### config.mk
export PLATFORM = sky130hd
export DESIGN_NAME = png_chunk_stream_validator_core
export DESIGN_NICKNAME = d
export VERILOG_FILES = /design/src/sv/pcsv_pkg.sv /design/src/sv/png_chunk_stream_validator_core.sv /design/src/sv/pcsv_crc8.sv /design/src/sv/pcsv_judge.sv
export VERILOG_INCLUDE_DIRS = /design/src /design/src/sv
export SDC_FILE = /design/constraint.sdc
export NUM_CORES = 1
export LEC_CHECK = 0
export BUFFER_PORTS_ARGS = -buffer_cell sky130_fd_sc_hd__buf_2
export CORE_ASPECT_RATIO = 0.6
export CORE_MARGIN = 3
export CORE_UTILIZATION = 48
export CTS_BUF_LIST = sky130_fd_sc_hd__clkbuf_2 sky130_fd_sc_hd__clkbuf_4 sky130_fd_sc_hd__clkbuf_8
export DETAILED_ROUTE_END_ITERATION = 16
export HOLD_SLACK_MARGIN = 0.15
export PLACE_DENSITY = 0.7
export REMOVE_ABC_BUFFERS = 1
export SLEW_MARGIN = 20
export SYNTH_ARGS = -nofsm -noshare
export SYNTH_HDL_FRONTEND = slang
export SYNTH_SLANG_ARGS = --single-unit
### constraint.sdc
create_clock -name clk -period 14.9 [get_ports clk]
set_clock_uncertainty 0.15 [all_clocks]
set_input_delay 2.235 -clock clk [delete_from_list [all_inputs] [get_ports clk]]
set_output_delay 2.235 -clock clk [all_outputs]
set_load 0.1 [all_outputs]
### src/sv/assert_macros.svh
// Assertion macros shared by the RTL files.
`ifndef ASSERT_MACROS_SVH
`define ASSERT_MACROS_SVH
// Implication checked every clock edge outside reset.
`define ASSERT_IMPLY(label, clk, rst, pre, post) \
  label: assert property (@(posedge clk) disable iff (rst) (pre) |-> (post)) \
    else $error("assertion failed");
// Next-cycle implication checked outside reset.
`define ASSERT_NEXT(label, clk, rst, pre, post) \
  label: assert property (@(posedge clk) disable iff (rst) (pre) |=> (post)) \
    else $error("assertion failed");
`endif

### src/sv/pcsv_pkg.sv
// Package with constants, codes and helper functions of the PNG chunk validator.
package pcsv_pkg;
  localparam logic [2:0] PH_SIG  = 3'd0;
  localparam logic [2:0] PH_LEN  = 3'd1;
  localparam logic [2:0] PH_NAME = 3'd2;
  localparam logic [2:0] PH_PAY  = 3'd3;
  localparam logic [2:0] PH_CRC  = 3'd4;
  localparam logic [2:0] PH_HALT = 3'd5;

  localparam logic [3:0] ST_OK        = 4'd0;
  localparam logic [3:0] ST_NOT_PNG   = 4'd1;
  localparam logic [3:0] ST_TRUNC     = 4'd2;
  localparam logic [3:0] ST_OVERSIZE  = 4'd3;
  localparam logic [3:0] ST_NAME_CRC  = 4'd4;
  localparam logic [3:0] ST_NO_IHDR   = 4'd5;
  localparam logic [3:0] ST_BAD_IHDR  = 4'd6;
  localparam logic [3:0] ST_META      = 4'd7;
  localparam logic [3:0] ST_PALETTE   = 4'd8;
  localparam logic [3:0] ST_DAT_ORDER = 4'd9;
  localparam logic [3:0] ST_TERM      = 4'd10;
  localparam logic [3:0] ST_ANIMATED  = 4'd11;
  localparam logic [3:0] ST_UNK_CRIT  = 4'd12;
  localparam logic [3:0] ST_NO_IEND   = 4'd13;

  localparam logic [0:0] REG_EXP_WIDTH  = 1'd0;
  localparam logic [0:0] REG_EXP_HEIGHT = 1'd1;

  localparam logic [31:0] CRC_POLY = 32'hEDB88320;
  localparam logic [31:0] CRC_INIT = 32'hFFFFFFFF;
  localparam logic [31:0] MAX_DIM = 32'd16384;
  localparam logic [31:0] MAX_PAL = 32'd768;
  localparam logic [5:0] MIN_FILE = 6'd57;

  localparam logic [31:0] TAG_IHDR = 32'h49484452;
  localparam logic [31:0] TAG_PLTE = 32'h504C5445;
  localparam logic [31:0] TAG_IDAT = 32'h49444154;
  localparam logic [31:0] TAG_IEND = 32'h49454E44;
  localparam logic [31:0] TAG_ACTL = 32'h6163544C;
  localparam logic [31:0] TAG_FCTL = 32'h6663544C;
  localparam logic [31:0] TAG_FDAT = 32'h66644154;

  typedef struct packed {
    logic hdr;
    logic pal;
    logic dat;
    logic ended;
    logic nonzero;
    logic done;
  } seen_t;

  // Per-chunk verdict handed from the judge to the top level.
  typedef struct packed {
    logic [3:0] err;
    seen_t      seen;
    logic       halt;
    logic       hdr_capture;
    logic       hdr_accept;
  } verdict_t;

  function automatic logic [7:0] sig_byte(input logic [2:0] idx);
    logic [7:0] v;
    unique case (idx)
      3'd0: v = 8'h89;
      3'd1: v = 8'h50;
      3'd2: v = 8'h4E;
      3'd3: v = 8'h47;
      3'd4: v = 8'h0D;
      3'd5: v = 8'h0A;
      3'd6: v = 8'h1A;
      default: v = 8'h0A;
    endcase
    return v;
  endfunction
endpackage

### src/sv/png_chunk_stream_validator_core.sv
// Top level of the PNG chunk stream validator.
// The block takes one PNG file as a stream of byte words, one word per cycle with no
// bubbles of its own, and gives a single verdict word in the cycle after the word that
// carries last_byte. Each accepted byte passes through one register stage of parsing:
// the byte-wide CRC-32 update and the chunk judgment are both combinational ahead of it, so the
// sustained rate is one byte per clock. The verdict sits in an output register; the
// block accepts bytes whenever that register is empty or being taken, and stalls its
// input in every cycle in which a verdict waits and the receiver holds it off.
// After each verdict all per-file state returns to its reset value; expected_width and
// expected_height persist.
// Files shorter than 57 bytes always report status 1 with zero fields.
module png_chunk_stream_validator_core import pcsv_pkg::*; (
  input  logic        clk,
  input  logic        rst,
  input  logic        cfg_we,
  input  logic [0:0]  cfg_index,
  input  logic [14:0] cfg_data,
  input  logic        in_valid,
  output logic        in_stall,
  input  logic [7:0]  data_byte,
  input  logic        last_byte,
  output logic        out_valid,
  input  logic        out_stall,
  output logic [3:0]  status,
  output logic [31:0] width,
  output logic [31:0] height,
  output logic [4:0]  bit_depth,
  output logic [2:0]  colour_kind
);
`include "assert_macros.svh"

  logic [14:0] exp_w, exp_h;
  logic [5:0]  file_count;
  logic [2:0]  phase;
  logic [31:0] pos, len, tag, crc, scrc;
  logic [31:0] hdr_w, hdr_h;
  logic [4:0]  hdr_d;
  logic [2:0]  hdr_k;
  seen_t       seen;
  logic [3:0]  err;
  logic [7:0]  cap [13];

  logic [5:0]  file_count_next;
  logic [2:0]  phase_next;
  logic [31:0] pos_next, len_next, tag_next, crc_next, scrc_next;
  seen_t       seen_next;
  logic [3:0]  err_next;
  logic [31:0] crc_upd, pos_inc, scrc_shift;
  logic [3:0]  status_next;
  logic        accept;
  verdict_t    v;

  assign in_stall = out_valid && out_stall;
  assign accept = in_valid && !in_stall;
  assign pos_inc = pos + 32'd1;
  assign scrc_shift = {scrc[23:0], data_byte};

  always_ff @(posedge clk) begin
    if (rst) begin
      exp_w <= '0;
      exp_h <= '0;
    end else if (cfg_we) begin
      unique case (cfg_index)
        REG_EXP_WIDTH:  exp_w <= cfg_data;
        REG_EXP_HEIGHT: exp_h <= cfg_data;
        default: ;
      endcase
    end
  end

  pcsv_crc8 u_crc (.crc(crc), .data(data_byte), .crc_next(crc_upd));

  pcsv_judge u_judge (
    .tag(tag), .len(len), .crc_calc(crc), .crc_stored(scrc_shift), .seen(seen),
    .colour(hdr_k),
    .cap_w({cap[0], cap[1], cap[2], cap[3]}), .cap_h({cap[4], cap[5], cap[6], cap[7]}),
    .cap_d(cap[8]), .cap_k(cap[9]), .cap_tail({cap[10], cap[11], cap[12]}),
    .exp_w(exp_w), .exp_h(exp_h), .last(last_byte), .v(v)
  );

  // Parsing step for one byte; the chunk verdict is taken on the last CRC byte.
  always_comb begin
    logic halt;
    file_count_next = (file_count < MIN_FILE) ? file_count + 6'd1 : file_count;
    phase_next = phase;
    pos_next = pos;
    len_next = len;
    tag_next = tag;
    crc_next = crc;
    scrc_next = scrc;
    seen_next = seen;
    err_next = err;
    halt = 1'b0;
    unique case (phase)
      PH_SIG: begin
        if (data_byte != sig_byte(pos[2:0])) begin
          halt = 1'b1;
          if (err == ST_OK) err_next = ST_NOT_PNG;
        end else if (pos_inc >= 32'd8) begin
          phase_next = PH_LEN; pos_next = '0;
        end else pos_next = pos_inc;
      end
      PH_LEN: begin
        len_next = {len[23:0], data_byte};
        if (pos_inc >= 32'd4) begin
          phase_next = PH_NAME; pos_next = '0; tag_next = '0; crc_next = CRC_INIT;
        end else pos_next = pos_inc;
      end
      PH_NAME: begin
        tag_next = {tag[23:0], data_byte};
        crc_next = crc_upd;
        if (pos_inc >= 32'd4) begin
          phase_next = (len != 32'd0) ? PH_PAY : PH_CRC;
          pos_next = '0; scrc_next = '0;
        end else pos_next = pos_inc;
      end
      PH_PAY: begin
        crc_next = crc_upd;
        if (pos_inc == len) begin
          phase_next = PH_CRC; pos_next = '0;
        end else pos_next = pos_inc;
      end
      PH_CRC: begin
        scrc_next = scrc_shift;
        if (pos_inc >= 32'd4) begin
          seen_next = v.seen;
          if (err == ST_OK) err_next = v.err;
          phase_next = v.halt ? PH_HALT : PH_LEN;
          pos_next = '0; len_next = '0;
        end else pos_next = pos_inc;
      end
      default: ;
    endcase
    if (halt) phase_next = PH_HALT;
  end

  // Verdict as the file would stand after this byte.
  always_comb begin
    logic [32:0] got;
    got = '0;
    unique case (phase_next)
      PH_LEN:  got = {1'b0, pos_next};
      PH_NAME: got = 33'd4 + {1'b0, pos_next};
      PH_PAY:  got = 33'd8 + {1'b0, pos_next};
      default: got = 33'd8 + {1'b0, len_next} + {1'b0, pos_next};
    endcase
    if (file_count_next < MIN_FILE) status_next = ST_NOT_PNG;
    else if (err_next != ST_OK) status_next = err_next;
    else if (seen_next.done) status_next = ST_OK;
    else if (phase_next == PH_LEN && pos_next == 32'd0) status_next = ST_NO_IEND;
    else status_next = (got < 33'd12) ? ST_TRUNC : ST_OVERSIZE;
  end

  always_ff @(posedge clk) begin
    if (rst) begin
      file_count <= '0; phase <= PH_SIG; pos <= '0; len <= '0; tag <= '0;
      crc <= CRC_INIT; scrc <= '0; seen <= '0; err <= ST_OK;
      hdr_w <= '0; hdr_h <= '0; hdr_d <= '0; hdr_k <= '0;
      out_valid <= 1'b0;
    end else begin
      // A waiting verdict stays until taken; a last byte loads a new one.
      out_valid <= (out_valid && out_stall) || (accept && last_byte);
      if (accept) begin
        if (last_byte) begin
          status <= status_next;
          if (status_next == ST_NOT_PNG) begin
            width <= '0; height <= '0; bit_depth <= '0; colour_kind <= '0;
          end else begin
            width  <= (phase == PH_CRC && v.hdr_capture && pos_inc >= 32'd4) ?
                      {cap[0], cap[1], cap[2], cap[3]} : hdr_w;
            height <= (phase == PH_CRC && v.hdr_capture && pos_inc >= 32'd4) ?
                      {cap[4], cap[5], cap[6], cap[7]} : hdr_h;
            bit_depth   <= (phase == PH_CRC && v.hdr_accept && pos_inc >= 32'd4) ?
                           cap[8][4:0] : hdr_d;
            colour_kind <= (phase == PH_CRC && v.hdr_accept && pos_inc >= 32'd4) ?
                           cap[9][2:0] : hdr_k;
          end
          file_count <= '0; phase <= PH_SIG; pos <= '0; len <= '0; tag <= '0;
          crc <= CRC_INIT; scrc <= '0; seen <= '0; err <= ST_OK;
          hdr_w <= '0; hdr_h <= '0; hdr_d <= '0; hdr_k <= '0;
        end else begin
          file_count <= file_count_next; phase <= phase_next; pos <= pos_next;
          len <= len_next; tag <= tag_next; crc <= crc_next; scrc <= scrc_next;
          seen <= seen_next; err <= err_next;
          if (phase == PH_CRC && pos_inc >= 32'd4 && v.hdr_capture) begin
            hdr_w <= {cap[0], cap[1], cap[2], cap[3]};
            hdr_h <= {cap[4], cap[5], cap[6], cap[7]};
          end
          if (phase == PH_CRC && pos_inc >= 32'd4 && v.hdr_accept) begin
            hdr_d <= cap[8][4:0];
            hdr_k <= cap[9][2:0];
          end
        end
      end
    end
  end

  // Payload capture of the first 13 bytes; cleared on reset and with each file's last byte.
  always_ff @(posedge clk) begin
    if (rst || (accept && last_byte)) begin
      for (int i = 0; i < 13; i++) cap[i] <= '0;
    end else if (accept && phase == PH_PAY && pos < 32'd13) begin
      cap[pos[3:0]] <= data_byte;
    end
  end

  `ASSERT_IMPLY(a_stall_only_full, clk, rst, in_stall, out_valid)
  `ASSERT_NEXT(a_last_gives_word, clk, rst, accept && last_byte, out_valid)
  `ASSERT_NEXT(a_clean_after_last, clk, rst, accept && last_byte,
               phase == PH_SIG && file_count == 6'd0 && err == ST_OK)
  `ASSERT_IMPLY(a_halt_has_reason, clk, rst, phase == PH_HALT, err != ST_OK || seen.done)
endmodule

### src/sv/pcsv_crc8.sv
// Byte-wide CRC-32 update, one byte folded per cycle.
module pcsv_crc8 import pcsv_pkg::*; (
  input  logic [31:0] crc,
  input  logic [7:0]  data,
  output logic [31:0] crc_next
);
  always_comb begin
    logic [31:0] c;
    c = crc ^ {24'd0, data};
    for (int k = 0; k < 8; k++) begin
      c = (c >> 1) ^ (c[0] ? CRC_POLY : 32'd0);
    end
    crc_next = c;
  end
endmodule

### src/sv/pcsv_judge.sv
// Judgment of one completed chunk against name, CRC, header and ordering rules.
module pcsv_judge import pcsv_pkg::*; (
  input  logic [31:0] tag,
  input  logic [31:0] len,
  input  logic [31:0] crc_calc,
  input  logic [31:0] crc_stored,
  input  seen_t       seen,
  input  logic [2:0]  colour,
  input  logic [31:0] cap_w,
  input  logic [31:0] cap_h,
  input  logic [7:0]  cap_d,
  input  logic [7:0]  cap_k,
  input  logic [23:0] cap_tail,
  input  logic [14:0] exp_w,
  input  logic [14:0] exp_h,
  input  logic        last,
  output verdict_t    v
);
  function automatic logic letter(input logic [7:0] c);
    return (c >= 8'h41 && c <= 8'h5A) || (c >= 8'h61 && c <= 8'h7A);
  endfunction

  logic name_ok, is_hdr, is_dat, low_d, depth_ok, len3;

  assign name_ok = letter(tag[31:24]) && letter(tag[23:16]) && letter(tag[15:8]) &&
                   letter(tag[7:0]) && !tag[13];
  assign is_hdr = tag == TAG_IHDR;
  assign is_dat = tag == TAG_IDAT;
  assign low_d = cap_d == 8'd1 || cap_d == 8'd2 || cap_d == 8'd4 || cap_d == 8'd8;

  always_comb begin
    unique case (cap_k)
      8'd0: depth_ok = low_d || cap_d == 8'd16;
      8'd3: depth_ok = low_d;
      8'd2, 8'd4, 8'd6: depth_ok = cap_d == 8'd8 || cap_d == 8'd16;
      default: depth_ok = 1'b0;
    endcase
  end

  // Divisibility by three only matters for len <= 768: a 10-bit reciprocal check.
  always_comb begin
    logic [9:0] l;
    logic [9:0] q;
    l = len[9:0];
    q = 10'((20'(l) * 20'd683) >> 11);
    len3 = (10'(q * 10'd3) == l);
  end

  always_comb begin
    v = '0;
    v.seen = seen;
    if (!name_ok || (crc_calc ^ CRC_INIT) != crc_stored) begin
      v.err = ST_NAME_CRC; v.halt = 1'b1;
    end else if (!seen.hdr && !is_hdr) begin
      v.err = ST_NO_IHDR; v.halt = 1'b1;
    end else if (is_hdr) begin
      if (seen.hdr || len != 32'd13) begin
        v.err = ST_BAD_IHDR; v.halt = 1'b1;
      end else begin
        v.hdr_capture = 1'b1;
        if (cap_w == 32'd0 || cap_h == 32'd0 || cap_w > MAX_DIM || cap_h > MAX_DIM ||
            !depth_ok || cap_tail != 24'd0 ||
            (exp_w != 15'd0 && cap_w != {17'd0, exp_w}) ||
            (exp_h != 15'd0 && cap_h != {17'd0, exp_h})) begin
          v.err = ST_META; v.halt = 1'b1;
        end else begin
          v.hdr_accept = 1'b1;
          v.seen.hdr = 1'b1;
          if (seen.dat) v.seen.ended = 1'b1;
        end
      end
    end else if (tag == TAG_PLTE) begin
      if (seen.pal || seen.dat || len == 32'd0 || len > MAX_PAL || !len3 ||
          colour == 3'd0 || colour == 3'd4) begin
        v.err = ST_PALETTE; v.halt = 1'b1;
      end else begin
        v.seen.pal = 1'b1;
        if (seen.dat) v.seen.ended = 1'b1;
      end
    end else if (is_dat) begin
      if (seen.ended || (colour == 3'd3 && !seen.pal)) begin
        v.err = ST_DAT_ORDER; v.halt = 1'b1;
      end else begin
        v.seen.dat = 1'b1;
        if (len != 32'd0) v.seen.nonzero = 1'b1;
      end
    end else if (tag == TAG_IEND) begin
      if (len != 32'd0 || !seen.dat || !seen.nonzero || !last) begin
        v.err = ST_TERM; v.halt = 1'b1;
      end else begin
        v.seen.done = 1'b1; v.halt = 1'b1;
      end
    end else if (tag == TAG_ACTL || tag == TAG_FCTL || tag == TAG_FDAT) begin
      v.err = ST_ANIMATED; v.halt = 1'b1;
    end else begin
      if (seen.dat) v.seen.ended = 1'b1;
      if (!tag[29]) begin
        v.err = ST_UNK_CRIT; v.halt = 1'b1;
      end
    end
  end
endmodule
==> flow_metrics.py <==
metrics = {
    "worst_setup_path": {
        "cp-end-kind": "flip-flop",
        "worst_reg2reg_path_startpoint": "pos[2]",
        "worst_r2r_path_depth": 30,
        "r2r_setup_slack_ns": 4.59,
        "crit_fanout": 30,
        "crit_type": "reg2reg",
        "timing.critical_path.from": "pos[2]",
        "timing.critical_path.slowest_stage_cell": "dfxtp_1",
        "critPathLaunchType": "flip-flop",
        "crit_family": "simple AND/OR/NAND/NOR gates",
        "worst_ep_required_time_ns": 15.14,
        "r2r_end": "status[0]",
        "worst-path-stages": 30,
        "worstSetupEndpoint": "status[0]",
        "critical_path.max_stage_delay_ns": 0.97,
        "bufs_and_invs_on_worst_path": 3,
        "cp.arrival_ns": 10.55,
    },
    "clock_network": {
        "cts_hold_repair.buffers": 0,
        "root_driver": "clkbuf_8",
        "clk_pin_slew_worst_paths_ns": 0.06,
        "cts.repair_timing.setup_buffer_count": 0,
        "htree_num_levels": 3,
        "tritoncts_num_sinks": 454,
        "clock_buffers_created_by_tritoncts": 70,
        "cts_tree": "built",
        "clock_tree.buffer_depth": 3,
        "postCtsResizedCells": 0,
        "insertion_delay_ns": 0.69,
    },
    "finish": {
        "num-nets-final": 3578,
        "post_route_cells_drive_above_1_share": 0.109,
        "syn2layout_area_growth_pct": 9.41,
        "postLayoutCellArea_um2": 31600,
    },
    "detailed_routing": {
        "wirelength_um": 96600,
        "detail_route.drc_violations": 0,
        "drt_pass1_iterations": 7,
        "detail_route.wl_per_cell_um": 22.9,
        "vias": 26800,
        "first_iter_violations": 3912,
        "drtAntennaViolNets": 0,
        "vias_per_cell": 6.36,
    },
    "run": {
        "maxCapViolations": 0,
    },
    "placed_design": {
        "place_area_um2": 30100,
        "dp_hpwl_um": 68300,
        "placement.io_buffers": 107,
        "place_congestion": 1.04,
    },
    "pwr": {
        "p_leak_nw": 12.0,
        "vdd.ir_drop.worst_v": 0.0000748,
        "cellPowerDensity_nw_per_um2": 88.3,
        "power.total_mw": 2.79,
    },
    "global_route": {
        "grt_use_total": 0.298,
        "maximum_number_of_pins_on_one_net_before_global_route_repair": 192,
        "vias_in_the_first_global_route": 24300,
        "number_of_antenna_violations_at_the_first_check_in_global_routing": 3,
        "globalRoute.totalOverflow": 0,
        "global_route_wire_length_before_repair_um": 148000,
    },
    "timing": {
        "finalCritPeriodShare": 0.692,
        "setup_repair_after_global_routing_missed_its_margin": "false",
        "finalHoldViolCount": 0,
        "finalWorstPathRequiredPeriod_ns": 10.31,
        "maxSlewViolCount": 0,
        "max_slew.worst_pin.slew_ns": 1.11,
        "max-slew-margin-rel": 0.263,
        "fmax_mhz": 97.0,
        "finalSetupViolCount": 0,
        "setup_tns_ns": 0,
    },
    "floorplanning": {
        "number_of_top_level_pins": 108,
        "design.core.area_um2": 58500,
        "initial_utilization": 0.494,
        "num_rows": 68,
        "design.die.area_um2": 63200,
        "die_w_um": 323,
        "die_h_um": 196,
    },
    "synth": {
        "synth_area_per_cell_um2": 8.60,
        "postSynthRegisterBits": 454,
        "synth-seq-area-share": 0.377,
        "post_synth_most_frequent_cells": "nand2_1, nor2_1, dfxtp_1",
        "synth-async-reset-ratio": 0,
        "main_synth_ff_type": "dfxtp_1",
        "synth.most_common_cell": "nand2_1",
        "syn_inst": 3356,
        "post_synth_main_area_contributors": "dfxtp_1, edfxtp_1, ha_1, nand2_1, a21oi_1",
        "synth.top_cell.area_share": 0.190,
        "ys_warn_count": 0,
        "synth_cell_type_count": 103,
        "synth_edf_count": 180,
        "synth_top_area_cell": "dfxtp_1",
        "syn-cell-area_um2": 28900,
    },
    "min_path": {
        "min_delay_path_depth": 2,
        "hp-class": "reg2reg",
    },
    "status": {
        "status": "finished, final reports clean",
    },
}
[cell type report]
class	count	area (um2)
diodes	2	5.00
well taps	770	963
clock buffers	109	1330
multi-input cells	2555	16700
clock inverters	21	171
flip-flops and latches	454	10900
inverters	127	477
fillers	5456	26900
repair buffers	175	1070
[power by group]
group	switching, mW	internal, mW	total [mW]
clock	0.540	0.596	1.14
sequential	0.0278	1.32	1.35
combinational	0.222	0.0822	0.305
[how the worst min path moves through the flow]
stage,startpoint,endpoint,slack (ns)
6_report,tag[31],tag[31],0.30
3_3_place_gp,tag[31],tag[31],0.29
5_1_grt,tag[31],tag[31],0.32
4_1_cts,tag[31],tag[31],0.30
2_1_floorplan,tag[31],tag[31],0.27
3_5_place_dp,tag[31],tag[31],0.29
[sequential cells by signal, indices dropped and copies added (netlist names), 5 cells and up]
register    flops
bit_depth       5
cap           104
crc            32
exp_h          15
exp_w          15
file_count      6
hdr_d           5
hdr_h          32
hdr_w          32
height         32
len            32
pos            32
scrc           24
seen            6
tag            32
width          32
[logic make-up (layout without fill, tap and decap cells)]
kind of cell,after synthesis,in the layout,share of synthesized area
mux,15,15,0.00525
simple gates,1364,1364,0.239
buf+inv,347,432,0.0474
other cells,0,2,0
xor+xnor,223,223,0.0681
fa+ha+maj,165,165,0.0778
flops,454,454,0.377
compound gates,788,788,0.185
[tightest hold or removal path, stage by stage (launching register included)]
cell	delay, ns
dfxtp_1	0.30
nand2_1	0.05
a21oi_1	0.05
[layout by cell type (no fill, tap or decap), drive strengths merged, types with 12 or more instances in the layout]
master,n
a2111oi,20
a211o,19
a211oi,21
a21o,23
a21oi,262
a22o,33
a22oi,140
a31oi,20
and2,126
and3,27
buf,174
clkbuf,110
clkinv,13
dfxtp,274
edfxtp,180
fa,24
ha,141
inv,132
mux2i,14
nand2,380
nand2b,31
nand3,116
nand4,56
nor2,312
nor2b,32
nor3,78
nor4,89
o21ai,85
o21bai,22
o22ai,12
o31ai,12
or3,20
or4,25
xnor2,129
xor2,93
[stage by stage]
stage / utilization / hold slack (ns) / setup slack, ns / std cells
6_report: 0.540 / 0.295 / 4.59 / 4213
5_1_grt: 0.540 / 0.324 / 4.12 / 4211
4_1_cts: 0.540 / 0.298 / 4.91 / 4211
3_5_place_dp: 0.514 / 0.288 / 4.96 / 4081
3_3_place_gp: 0.514 / 0.286 / 5.13 / 4081
2_1_floorplan: - / 0.271 / 4.85 / 3136
[routing by layer]
metal,up-vias,GRT usage,share of wire
li1,12200,-,-
met1,12800,0.472,0.47
met2,1678,0.366,0.37
met3,141,0.121,0.15
met4,0,0.0605,0.018
met5,-,0,0
Note: power is estimated with default switching activity, not from simulation.
